===== config.mk =====
export PLATFORM = sky130hd
export DESIGN_NAME = tempo_gated_beat_counter
export DESIGN_NICKNAME = d
export VERILOG_FILES = /design/src/rtl/tgbc_pkg.sv /design/src/rtl/tgbc_div.sv /design/src/rtl/tempo_gated_beat_counter.sv
export SDC_FILE = /design/constraint.sdc
export NUM_CORES = 1
export LEC_CHECK = 0
export BUFFER_PORTS_ARGS = -buffer_cell sky130_fd_sc_hd__buf_2
export CAP_MARGIN = 10
export CORE_MARGIN = 2
export CORE_UTILIZATION = 55
export DETAILED_ROUTE_END_ITERATION = 10
export GPL_ROUTABILITY_DRIVEN = 0
export PLACE_DENSITY = 0.79
export SETUP_SLACK_MARGIN = 0.5
export SLEW_MARGIN = 20
export SYNTH_ARGS = -nofsm -noshare
export SYNTH_HDL_FRONTEND = slang
export SYNTH_HIERARCHICAL = 1
export SYNTH_SLANG_ARGS = --single-unit

===== constraint.sdc =====
create_clock -name clk -period 5.8 [get_ports clk]
set_clock_uncertainty 0.2 [all_clocks]
set_input_delay 0.29 -clock clk [delete_from_list [all_inputs] [get_ports clk]]
set_output_delay 0.29 -clock clk [all_outputs]
set_load 0.01 [all_outputs]

===== src/rtl/tgbc_pkg.sv =====
package tgbc_pkg;

	// field widths
	localparam int BPM_W      = 10;
	localparam int PEAK_W     = 16;
	localparam int STEP_W     = 20;
	localparam int TEMPO_W    = 13;
	localparam int WIN_W      = 24;
	localparam int CNT_W      = 32;
	localparam int BEATS_W    = 8;
	localparam int QUO_W      = 15;
	localparam int MIN_US_W   = 25;
	localparam int DIV_CNT_W  = $clog2(QUO_W + 1);
	localparam int CFG_IDX_W  = 2;
	localparam int CFG_DATA_W = 24;

	// arithmetic constants
	localparam logic [QUO_W-1:0]    HALF_MINUTE_MS = QUO_W'(30000);
	localparam logic [BPM_W-1:0]    MS_TO_US       = BPM_W'(1000);
	localparam logic [4:0]          TEMPO_SCALE    = 5'd30;
	localparam logic [BEATS_W-1:0]  BEAT_MAX       = 8'd255;
	localparam logic [MIN_US_W-1:0] MIN_US_MAX     = MIN_US_W'(30000000);

	// register map
	localparam logic [CFG_IDX_W-1:0] REG_PEAK_THRESHOLD = 2'd0;
	localparam logic [CFG_IDX_W-1:0] REG_WINDOW_LENGTH  = 2'd1;

	localparam logic [PEAK_W-1:0] PEAK_THRESHOLD_RST = PEAK_W'(29492);
	localparam logic [WIN_W-1:0]  WINDOW_LENGTH_RST  = WIN_W'(2000000);

endpackage


===== src/rtl/tgbc_div.sv =====
// Restoring divider: HALF_MINUTE_MS / divisor, one quotient bit per cycle.
module tgbc_div (
	input  logic                         clk,
	input  logic                         arst_n,
	input  logic                         start,
	input  logic [tgbc_pkg::BPM_W-1:0]   divisor,
	output logic                         done,
	output logic [tgbc_pkg::QUO_W-1:0]   quotient
);

	logic [tgbc_pkg::BPM_W-1:0]     div_q;
	logic [tgbc_pkg::BPM_W-1:0]     rem_q;
	logic [tgbc_pkg::QUO_W-1:0]     quo_q;
	logic [tgbc_pkg::DIV_CNT_W-1:0] cnt_q;
	logic                           busy_q;
	logic                           done_q;

	logic [tgbc_pkg::BPM_W:0] trial;
	logic [tgbc_pkg::BPM_W:0] diff;
	logic                     fits;

	assign trial = {rem_q, quo_q[tgbc_pkg::QUO_W-1]};
	assign diff  = trial - {1'b0, div_q};
	assign fits  = (trial >= {1'b0, div_q});

	always_ff @(posedge clk or negedge arst_n) begin
		if (!arst_n) begin
			busy_q <= 1'b0;
			done_q <= 1'b0;
			cnt_q  <= '0;
		end else begin
			// one-cycle pulse after the last quotient bit
			done_q <= busy_q && !start && (cnt_q == tgbc_pkg::DIV_CNT_W'(1));
			if (start) begin
				busy_q <= 1'b1;
				cnt_q  <= tgbc_pkg::DIV_CNT_W'(tgbc_pkg::QUO_W);
			end else if (busy_q) begin
				cnt_q <= cnt_q - 1'b1;
				if (cnt_q == tgbc_pkg::DIV_CNT_W'(1))
					busy_q <= 1'b0;
			end
		end
	end

	// datapath, no reset
	always_ff @(posedge clk) begin
		if (start) begin
			div_q <= divisor;
			rem_q <= '0;
			quo_q <= tgbc_pkg::HALF_MINUTE_MS;
		end else if (busy_q) begin
			rem_q <= fits ? diff[tgbc_pkg::BPM_W-1:0] : trial[tgbc_pkg::BPM_W-1:0];
			quo_q <= {quo_q[tgbc_pkg::QUO_W-2:0], fits};
		end
	end

	assign done     = done_q;
	assign quotient = quo_q;

endmodule


===== src/rtl/tempo_gated_beat_counter.sv =====
// Tempo-gated beat counter. One result transfer per input transfer, in order.
// A frame that finds the gate idle arms it: a minimum beat interval of
// floor(30000 / bpm) ms (0 bpm counts as 1) is worked out by a
// restoring divider, one quotient bit a cycle, and that frame never beats.
// An armed frame beats when more than the interval has elapsed and the peak is
// at or above peak_threshold. Both microsecond counters then advance by step_us
// (saturating at 2^32-1); once the window counter exceeds window_length_us the
// tempo (beats times 30) is published, and count, window and gate are cleared.
// An arming frame passes ST_DIV, where the divider finds the 15 quotient bits,
// then ST_ADD, ST_WIN and ST_OUT; an armed frame passes ST_TEST, ST_ADD, ST_WIN
// and ST_OUT. The divider sets the worst case. in_stall is high from the input
// transfer until the result has been loaded into the output register; a
// result waiting on out_stall holds the next frame back only once its own
// result is ready. Configuration writes are always accepted (cfg_ready tied
// high); write only while no frame is in flight. No clearing pass after reset.
module tempo_gated_beat_counter (
	input  logic                                clk,
	input  logic                                arst_n,
	// configuration
	input  logic                                cfg_valid,
	output logic                                cfg_ready,
	input  logic [tgbc_pkg::CFG_IDX_W-1:0]      cfg_index,
	input  logic [tgbc_pkg::CFG_DATA_W-1:0]     cfg_data,
	// frame input
	input  logic                                in_valid,
	output logic                                in_stall,
	input  logic [tgbc_pkg::BPM_W-1:0]          tempo_hint_bpm,
	input  logic [tgbc_pkg::PEAK_W-1:0]         peak_level,
	input  logic [tgbc_pkg::STEP_W-1:0]         step_us,
	// result output
	output logic                                out_valid,
	input  logic                                out_stall,
	output logic                                beat,
	output logic [tgbc_pkg::TEMPO_W-1:0]        tempo_bpm
);

	typedef enum logic [2:0] {
		ST_IDLE,
		ST_DIV,
		ST_TEST,
		ST_ADD,
		ST_WIN,
		ST_OUT
	} state_t;

	state_t state_q;

	// config registers
	logic [tgbc_pkg::PEAK_W-1:0] thr_q;
	logic [tgbc_pkg::WIN_W-1:0]  win_len_q;

	// block state
	logic                           armed_q;
	logic [tgbc_pkg::MIN_US_W-1:0]  min_us_q;   // min interval, held in us
	logic [tgbc_pkg::CNT_W-1:0]     interval_q;
	logic [tgbc_pkg::CNT_W-1:0]     window_q;
	logic [tgbc_pkg::BEATS_W-1:0]   beats_q;
	logic [tgbc_pkg::TEMPO_W-1:0]   published_q;

	// frame in flight
	logic [tgbc_pkg::PEAK_W-1:0]    peak_q;
	logic [tgbc_pkg::STEP_W-1:0]    step_q;
	logic                           beat_q;

	// output register
	logic                           out_valid_q;
	logic                           out_beat_q;
	logic [tgbc_pkg::TEMPO_W-1:0]   out_tempo_q;

	logic                           in_acc;
	logic                           div_start;
	logic                           div_done;
	logic [tgbc_pkg::BPM_W-1:0]     divisor;
	logic [tgbc_pkg::QUO_W-1:0]     quotient;
	logic [tgbc_pkg::MIN_US_W-1:0]  min_us_next;
	logic [tgbc_pkg::CNT_W:0]       interval_sum;
	logic [tgbc_pkg::CNT_W:0]       window_sum;
	logic [tgbc_pkg::TEMPO_W-1:0]   tempo_next;
	logic                           out_free;

	assign in_stall  = (state_q != ST_IDLE);
	assign in_acc    = in_valid && !in_stall;
	assign cfg_ready = 1'b1;

	// zero tempo counts as 1 bpm
	assign divisor   = (tempo_hint_bpm == '0) ? tgbc_pkg::BPM_W'(1) : tempo_hint_bpm;
	assign div_start = in_acc && !armed_q;

	tgbc_div u_div (
		.clk      (clk),
		.arst_n   (arst_n),
		.start    (div_start),
		.divisor  (divisor),
		.done     (div_done),
		.quotient (quotient)
	);

	assign min_us_next  = tgbc_pkg::MIN_US_W'(quotient) *
	                      tgbc_pkg::MIN_US_W'(tgbc_pkg::MS_TO_US);
	assign interval_sum = {1'b0, interval_q} + (tgbc_pkg::CNT_W + 1)'(step_q);
	assign window_sum   = {1'b0, window_q} + (tgbc_pkg::CNT_W + 1)'(step_q);
	assign tempo_next   = tgbc_pkg::TEMPO_W'(beats_q) *
	                      tgbc_pkg::TEMPO_W'(tgbc_pkg::TEMPO_SCALE);
	assign out_free     = !out_valid_q || !out_stall;

	always_ff @(posedge clk or negedge arst_n) begin
		if (!arst_n) begin
			state_q     <= ST_IDLE;
			thr_q       <= tgbc_pkg::PEAK_THRESHOLD_RST;
			win_len_q   <= tgbc_pkg::WINDOW_LENGTH_RST;
			armed_q     <= 1'b0;
			min_us_q    <= '0;
			interval_q  <= '0;
			window_q    <= '0;
			beats_q     <= '0;
			published_q <= '0;
			beat_q      <= 1'b0;
			out_valid_q <= 1'b0;
		end else begin
			if (cfg_valid && cfg_ready) begin
				case (cfg_index)
					tgbc_pkg::REG_PEAK_THRESHOLD: thr_q <= cfg_data[tgbc_pkg::PEAK_W-1:0];
					tgbc_pkg::REG_WINDOW_LENGTH:  win_len_q <= cfg_data;
					default: ;
				endcase
			end

			// load a new result, or drop the one just transferred
			if (state_q == ST_OUT && out_free)
				out_valid_q <= 1'b1;
			else if (out_valid_q && !out_stall)
				out_valid_q <= 1'b0;

			case (state_q)
				ST_IDLE: begin
					if (in_acc) begin
						beat_q  <= 1'b0;
						state_q <= armed_q ? ST_TEST : ST_DIV;
					end
				end
				ST_DIV: begin
					// arm: interval restarts, frame gives no beat
					if (div_done) begin
						min_us_q   <= min_us_next;
						armed_q    <= 1'b1;
						interval_q <= '0;
						state_q    <= ST_ADD;
					end
				end
				ST_TEST: begin
					if (interval_q > tgbc_pkg::CNT_W'(min_us_q) && peak_q >= thr_q) begin
						if (beats_q != tgbc_pkg::BEAT_MAX)
							beats_q <= beats_q + 1'b1;
						beat_q     <= 1'b1;
						armed_q    <= 1'b0;
						interval_q <= '0;
					end
					state_q <= ST_ADD;
				end
				ST_ADD: begin
					interval_q <= interval_sum[tgbc_pkg::CNT_W] ? '1
					                                              : interval_sum[tgbc_pkg::CNT_W-1:0];
					window_q   <= window_sum[tgbc_pkg::CNT_W] ? '1
					                                            : window_sum[tgbc_pkg::CNT_W-1:0];
					state_q    <= ST_WIN;
				end
				ST_WIN: begin
					// end of window: publish and start over, excess dropped
					if (window_q > tgbc_pkg::CNT_W'(win_len_q)) begin
						published_q <= tempo_next;
						beats_q     <= '0;
						window_q    <= '0;
						armed_q     <= 1'b0;
					end
					state_q <= ST_OUT;
				end
				ST_OUT: begin
					if (out_free)
						state_q <= ST_IDLE;
				end
				default: state_q <= ST_IDLE;
			endcase
		end
	end

	// frame and result payload, no reset
	always_ff @(posedge clk) begin
		if (in_acc) begin
			peak_q <= peak_level;
			step_q <= step_us;
		end
		if (state_q == ST_OUT && out_free) begin
			out_beat_q  <= beat_q;
			out_tempo_q <= published_q;
		end
	end

	assign out_valid = out_valid_q;
	assign beat      = out_beat_q;
	assign tempo_bpm = out_tempo_q;

`ifndef NO_ASSERTIONS
	a_div_done_in_div: assert property (@(posedge clk) disable iff (!arst_n)
		div_done |-> state_q == ST_DIV)
		else $error("divider finished outside the divide state");

	a_arm_goes_div: assert property (@(posedge clk) disable iff (!arst_n)
		in_acc && !armed_q |=> state_q == ST_DIV)
		else $error("arming frame did not start the divider");

	a_result_from_out: assert property (@(posedge clk) disable iff (!arst_n)
		$rose(out_valid_q) |-> $past(state_q) == ST_OUT)
		else $error("result loaded outside the output state");

	a_min_interval_range: assert property (@(posedge clk) disable iff (!arst_n)
		armed_q |-> min_us_q <= tgbc_pkg::MIN_US_MAX)
		else $error("minimum interval out of range");
`endif

endmodule

## After elaboration in Yosys (flattened, before gate mapping)

Index checks and enable logic that the tools add are counted.

- Register bits: 242
- Input bits: 77
- Word-level logic and storage cells: 111

- Add/sub/neg operators: 5
- Multipliers: 2
- Magnitude comparators: 4
- Equal/unequal tests: 14
- Muxes and demuxes: 31
- Reductions and logical operators: 34

Operators by type and width:

| operator | count |
|---|---|
| 32-bit two-way mux | 5 |
| 32-bit one-hot mux with 3 select lines | 1 |
| 32-bit by 20-bit adder with 33-bit output | 2 |
| 32-bit one-hot mux with 2 select lines | 1 |
| 32-bit by 24-bit greater-than comparator with 1-bit output | 1 |
| 32-bit by 25-bit greater-than comparator with 1-bit output | 1 |
| 8-bit two-way mux | 3 |
| 15-bit by 7-bit multiplier with 22-bit output, second input constant | 1 |
| 3-bit one-hot mux with 6 select lines | 1 |
| 16-bit greater-or-equal comparator | 1 |
| 8-bit one-hot mux with 2 select lines | 1 |
| 8-bit by 4-bit multiplier with 12-bit output, second input constant | 1 |
| 11-bit by 10-bit greater-or-equal comparator with 1-bit output | 1 |
| 10-bit zero test | 1 |
| 1-bit two-way mux | 10 |
| 10-bit two-way mux | 1 |
| 2-bit != test, second input constant | 5 |
| 2-bit AND reduction | 5 |
| 2-bit nonzero test | 5 |
| 10-bit subtractor | 1 |
| 3-bit two-way mux | 3 |
| 3-bit AND reduction | 3 |
| 3-bit nonzero test | 3 |
| 8-bit by 1-bit adder with 8-bit output, second input constant | 1 |
| 18 further kinds | 32 |

## Longest topological paths before layout

- Depth after elaboration: 7
- Mapped depth: 16
- Mapped depth without buffers: 16

## Cells and area by module

The synthesis kept the hierarchy.

Modules (own cells, without submodules):

| module | times used | cells an instance | area each (µm²) | sequential area each (µm²) |
|---|---|---|---|---|
| tempo_gated_beat_counter | 1 | 1493 | 14566.5 | 5293.8 |
| tgbc_div | 1 | 211 | 2114.5 | 950.9 |

## Worst setup path before layout

No wires, ideal clock.

- Path type: register to register
- From: register u_div.quo_q (netlist bit u_div/quotient[2])
- To: register min_us_q[23] in the netlist's numbering
- Library setup time: 0.133 ns
- Arrival time: 4.340 ns
- Required time: 5.467 ns
- Slack: 1.127 ns
- Stages on the path, launching flop included: 17
- Period minus slack after synthesis: 4.673 ns
- Path through: dfxtp_1 inv_1 fa_1 fa_1 fa_1 fa_1 inv_1 ha_1 nand3_1 o211ai_1 nand2b_1 a41o_1 a211oi_1 o21ai_0 a221oi_1 xor2_1 o21ai_0

- Word-level cells in the longest chain between the ends: 1

RTL lines:

| item | RTL line | source |
|---|---|---|
| start: declaration | tgbc_div.sv:13 | `logic [tgbc_pkg::QUO_W-1:0] quo_q;` |
| start signal: assignment | tgbc_div.sv:50 | `quo_q <= tgbc_pkg::HALF_MINUTE_MS;` |
| start signal: assignment | tgbc_div.sv:53 | `quo_q <= {quo_q[tgbc_pkg::QUO_W-2:0], fits};` |
| 15-bit by 7-bit multiplier with 22-bit output | tempo_gated_beat_counter.sv:98 | `assign min_us_next = tgbc_pkg::MIN_US_W'(quotient) *` |
| end signal: assignment | tempo_gated_beat_counter.sv:144 | `min_us_q <= min_us_next;` |
| end: declaration | tempo_gated_beat_counter.sv:54 | `logic [tgbc_pkg::MIN_US_W-1:0] min_us_q;` |

Every way passes these cells.
A chain may end at the register's enable or synchronous reset.

## Worst setup path in the final report

- From: register u_div.quo_q (netlist bit u_div/quotient[1])
- To: register min_us_q[24] in the netlist's numbering

Same word-level chain as after synthesis.

==> flow_results.org <==
** Synth
- Mean instance size in the synthesized netlist :: 9.79 sq um
- Library cell with the highest instance count after synthesis :: sky130_fd_sc_hd__ha_1
- When the netlist entered floorplanning its net count stood at 2032.
- Number of synthesized flops with an enable pin :: 59
- Synth area leader :: sky130_fd_sc_hd__dfrtp_1
- For this run, the number of Yosys warnings is 6.
- The cell area that synthesis handed to floorplanning was 16700 sq um.
- Prevailing post-synth register cell :: sky130_fd_sc_hd__dfrtp_1
- Counting flops and latches in the post-synthesis netlist gives between 200 and 250.
- Fraction of post-synthesis cell area in the top cell type by area :: 0.215
- Share of synthesized registers carrying an async set or reset :: 0.653
- Cell types with the highest counts after synthesis :: sky130_fd_sc_hd__ha_1 (185), sky130_fd_sc_hd__inv_1 (183), sky130_fd_sc_hd__nand2_1 (173)
- Leading cell types by total area after synthesis :: sky130_fd_sc_hd__dfrtp_1 (21%), sky130_fd_sc_hd__ha_1 (14%), sky130_fd_sc_hd__edfxtp_1 (11%)
- Synthesis produced a netlist whose cell count is 1704.
- Share of synthesized area occupied by flip-flops and latches :: 0.374
- The synthesized netlist contains 89 unique library cells.

** Timing
- Min cycle time layout :: approximately 5000 ps
- Aggregate negative setup slack :: 0 ps
- Portion of the clock cycle consumed by the worst path in the final layout :: 0.870
- Headroom to the max-slew limit came out at 0.307.
- Slew Limit Fails :: 0
- Setup violation total in the final timing report :: 0
- Derived from the worst setup path, the maximum achievable clock frequency is 198 MHz.
- Worst-margin pin slew :: just over 1000 ps
- Across all setup checks in the final design, the least slack found is around 750 ps.
- Setup repair after global routing could not meet its margin everywhere.
- Hold is met by 77.1 ps.
- Hold Vio Cnt, Final :: 0

** Clock tree
- Buffer count from post-CTS setup fixing :: 0
- CTS placed an instance of sky130_fd_sc_hd__clkbuf_16 at the clock tree root.
- The clock net in this run drives a total of 242 sinks.
- TritonCTS created 29 clock buffers.
- Buffer levels on the longest clock path :: 3
- Reg clk slew, reported paths :: 60 ps
- Worst skew pair latency :: between 500 and 600 ps
- TritonCTS built the clock tree.
- Level count of the clock H-tree :: 1

** Floorplanning
- Die outline height :: 178 microns
- I/O pin count :: 94
- Die footprint :: 31700 sq um
- The region available for standard cell placement spans 29700 sq um.
- Effective utilization at floorplan :: 0.561
- Number of cell rows :: 63
- DIE WIDTH :: 178 microns

** Critical path
- Cell occurring most often along the worst timing path :: sky130_fd_sc_hd__fa_1
- CP Cell Sequence :: inv_1, fa_1, fa_1, fa_1, fa_1, inv_1, ha_1, inv_1, o21ai_0, a31oi_2, o21ai_0, a21oi_1, a311o_1, xnor2_1, o21ai_0
- Worst endpoint required time :: 6010 ps
- Crit path max fanout :: 6
- Among all stages on the critical path, the largest delay is contributed by sky130_fd_sc_hd__fa_1.
- STA classifies the critical path endpoint as a flip-flop.
- Critical path's top delay family :: adder cells
- In this design, the stage delay of the slowest critical-path cell is 580 ps.
- Critical Path AT :: 5260 ps
- Startpoint type of the worst setup path :: flip-flop
- The critical path in this run is classified as reg2reg.
- Total buffers and inverters traversed by the critical path :: 3

** GRT
- Remaining global-route overflow :: 0
- The initial antenna violation count was 0.
- Global-route wire length before repair :: 64000 microns
- For this run, the total global-route usage over all layers was measured as 0.248.
- Entering global routing, the biggest net connects 116 pins.
- Vias in the first global route :: 13300

** Detailed routing
- Total detailed-routing wirelength :: 38700 microns
- After detailed routing, the number of remaining DRC violations is 0.
- The detailed router placed 13000 vias in this run.
- After detailed routing, the average wire length per cell comes to 17.1 microns.
- The first routing iteration left 995 violations.
- ANT nets after route :: 0
- The first detailed-routing pass took 5 iterations.
- Using the TritonRoute via totals, the vias-per-cell ratio works out to 5.75.

** Cells and area
- From synthesis to final layout, the design area changed by 15.6%.
- Count of placed standard cells in the final layout, fillers left out :: roughly 2300
- Antenna diode count :: 0
- Final layout net count :: 2181
- In the final layout, the share of cells above drive strength 1 is 0.129.
- After filler insertion, the fill cell instance count of the layout stands at 2222.

** Worst hold path
- Worst hold path class :: in2reg

** Place
- Buffers placed on the I/O ports in this run total 91.
- Post-Place Setup Slack :: 758 ps
- Hpwl dp :: 26600 microns
- In this run, placement finished with an instance count of 2138.

** Run status
- The run finished with clean final reports.

** Run
- Maxcap violations :: 0
## worst paths after layout
path | slack [ps] | startpoint | endpoint | cells after the start
worst max-delay path | 750 | u_div/quotient[1] | min_us_q[24] | 15
min in group asynchronous | 160 | arst_n | published_q[5] | 2
worst min-delay path | 80 | cfg_index[1] | thr_q[12] | 5
max in group asynchronous | 4100 | arst_n | thr_q[13] | 3
worst max register to register | 750 | u_div/quotient[1] | min_us_q[24] | 15
worst min register to register | 230 | published_q[9] | tempo_bpm[9] | 0
## state kept, by name, summed over array words and instances, names as in the netlist, 3 cells and up
register and count:
u_div/quotient 15, peak_q 16, published_q 12, step_q 20, u_div/rem_q 10, beats_q 8, tempo_bpm 12, min_us_q 22
state_q 3, u_div/div_q 10, interval_q 32, u_div/cnt_q 4, win_len_q 24, thr_q 16, window_q 32
## per-stage QoR
| step | area (sq um) | util |
|---|---|---|
| after global placement | 17500 | 0.588 |
| after CTS | 19200 | 0.648 |
| final | 19300 | 0.649 |
| after detailed placement | 17500 | 0.588 |
| after global routing | 19300 | 0.649 |
| after floorplan | 16700 | - |
## cells by family (layout without fill, tap and decap cells)
kind of cell,Yosys count,after routing,share of synthesized area
simple gates,434,434,0.124
compound gates,424,424,0.163
fa+ha+maj,251,251,0.218
flops,242,242,0.374
buf+inv,241,413,0.0568
xor+xnor,63,63,0.0331
mux,47,47,0.0304
other cells,2,2,0.000450
## worst register-to-register path, stage by stage, from the launching register on
cell and delay [ps]:
sky130_fd_sc_hd__dfxtp_1 450, sky130_fd_sc_hd__inv_1 130, sky130_fd_sc_hd__fa_1 580, sky130_fd_sc_hd__fa_1 440, sky130_fd_sc_hd__fa_1 490, sky130_fd_sc_hd__fa_1 510, sky130_fd_sc_hd__inv_1 40, sky130_fd_sc_hd__ha_1 320
sky130_fd_sc_hd__inv_1 90, sky130_fd_sc_hd__o21ai_0 320, sky130_fd_sc_hd__a31oi_2 190, sky130_fd_sc_hd__o21ai_0 420, sky130_fd_sc_hd__a21oi_1 140, sky130_fd_sc_hd__a311o_1 340, sky130_fd_sc_hd__xnor2_1 160, sky130_fd_sc_hd__o21ai_0 100
## cell usage in the layout (no fill, tap or decap), drive strengths merged, types with 9 or more instances in the layout
cell type / netlist / layout
a211oi: 13 / 13
a21o: 35 / 35
a21oi: 112 / 112
a311oi: 9 / 9
a31oi: 31 / 31
and2: 10 / 10
and3: 29 / 29
buf: 6 / 101
clkbuf: 51 / 38
clkinv: 1 / 11
dfrtp: 143 / 143
dfstp: 15 / 15
dfxtp: 25 / 25
dlygate4sd3: 0 / 73
edfxtp: 59 / 59
fa: 66 / 66
ha: 185 / 185
inv: 183 / 186
mux2: 29 / 29
mux2i: 18 / 18
nand2: 173 / 173
nand3: 36 / 36
nand4: 15 / 15
nor2: 88 / 88
nor2b: 11 / 11
nor3: 25 / 25
nor4: 9 / 9
o211ai: 10 / 10
o21a: 13 / 13
o21ai: 128 / 128
o21bai: 9 / 9
xnor2: 34 / 34
xor2: 29 / 29
## final cells by class
class	count	area, sq um	share of cell area
multi-input combinational	1221	9550	0.495
sequential	242	6250	0.324
timing repair buffer	175	1280	0.0664
clock buffer	37	828	0.0429
inverter	184	691	0.0358
tap	390	488	0.0253
clock inverter	17	205	0.0106
## timing repair
| item | 4_1_cts | 5_1_grt |
|---|---|---|
| hold buffers | 73 | 0 |
| setup endpoints to repair | 0 | 2 |
| hold endpoints to repair | 204 | 0 |
| gates resized for setup | 0 | 7 |
## metal layers
layer	track usage	wire length, microns
met1	0.299	16100
met2	0.457	19600
met3	0.0315	1660
met4	0.0806	1260
met5	0	0
Power is not shown: default switching activity piles up to over one toggle a cycle in this logic, so the estimate is an artifact.
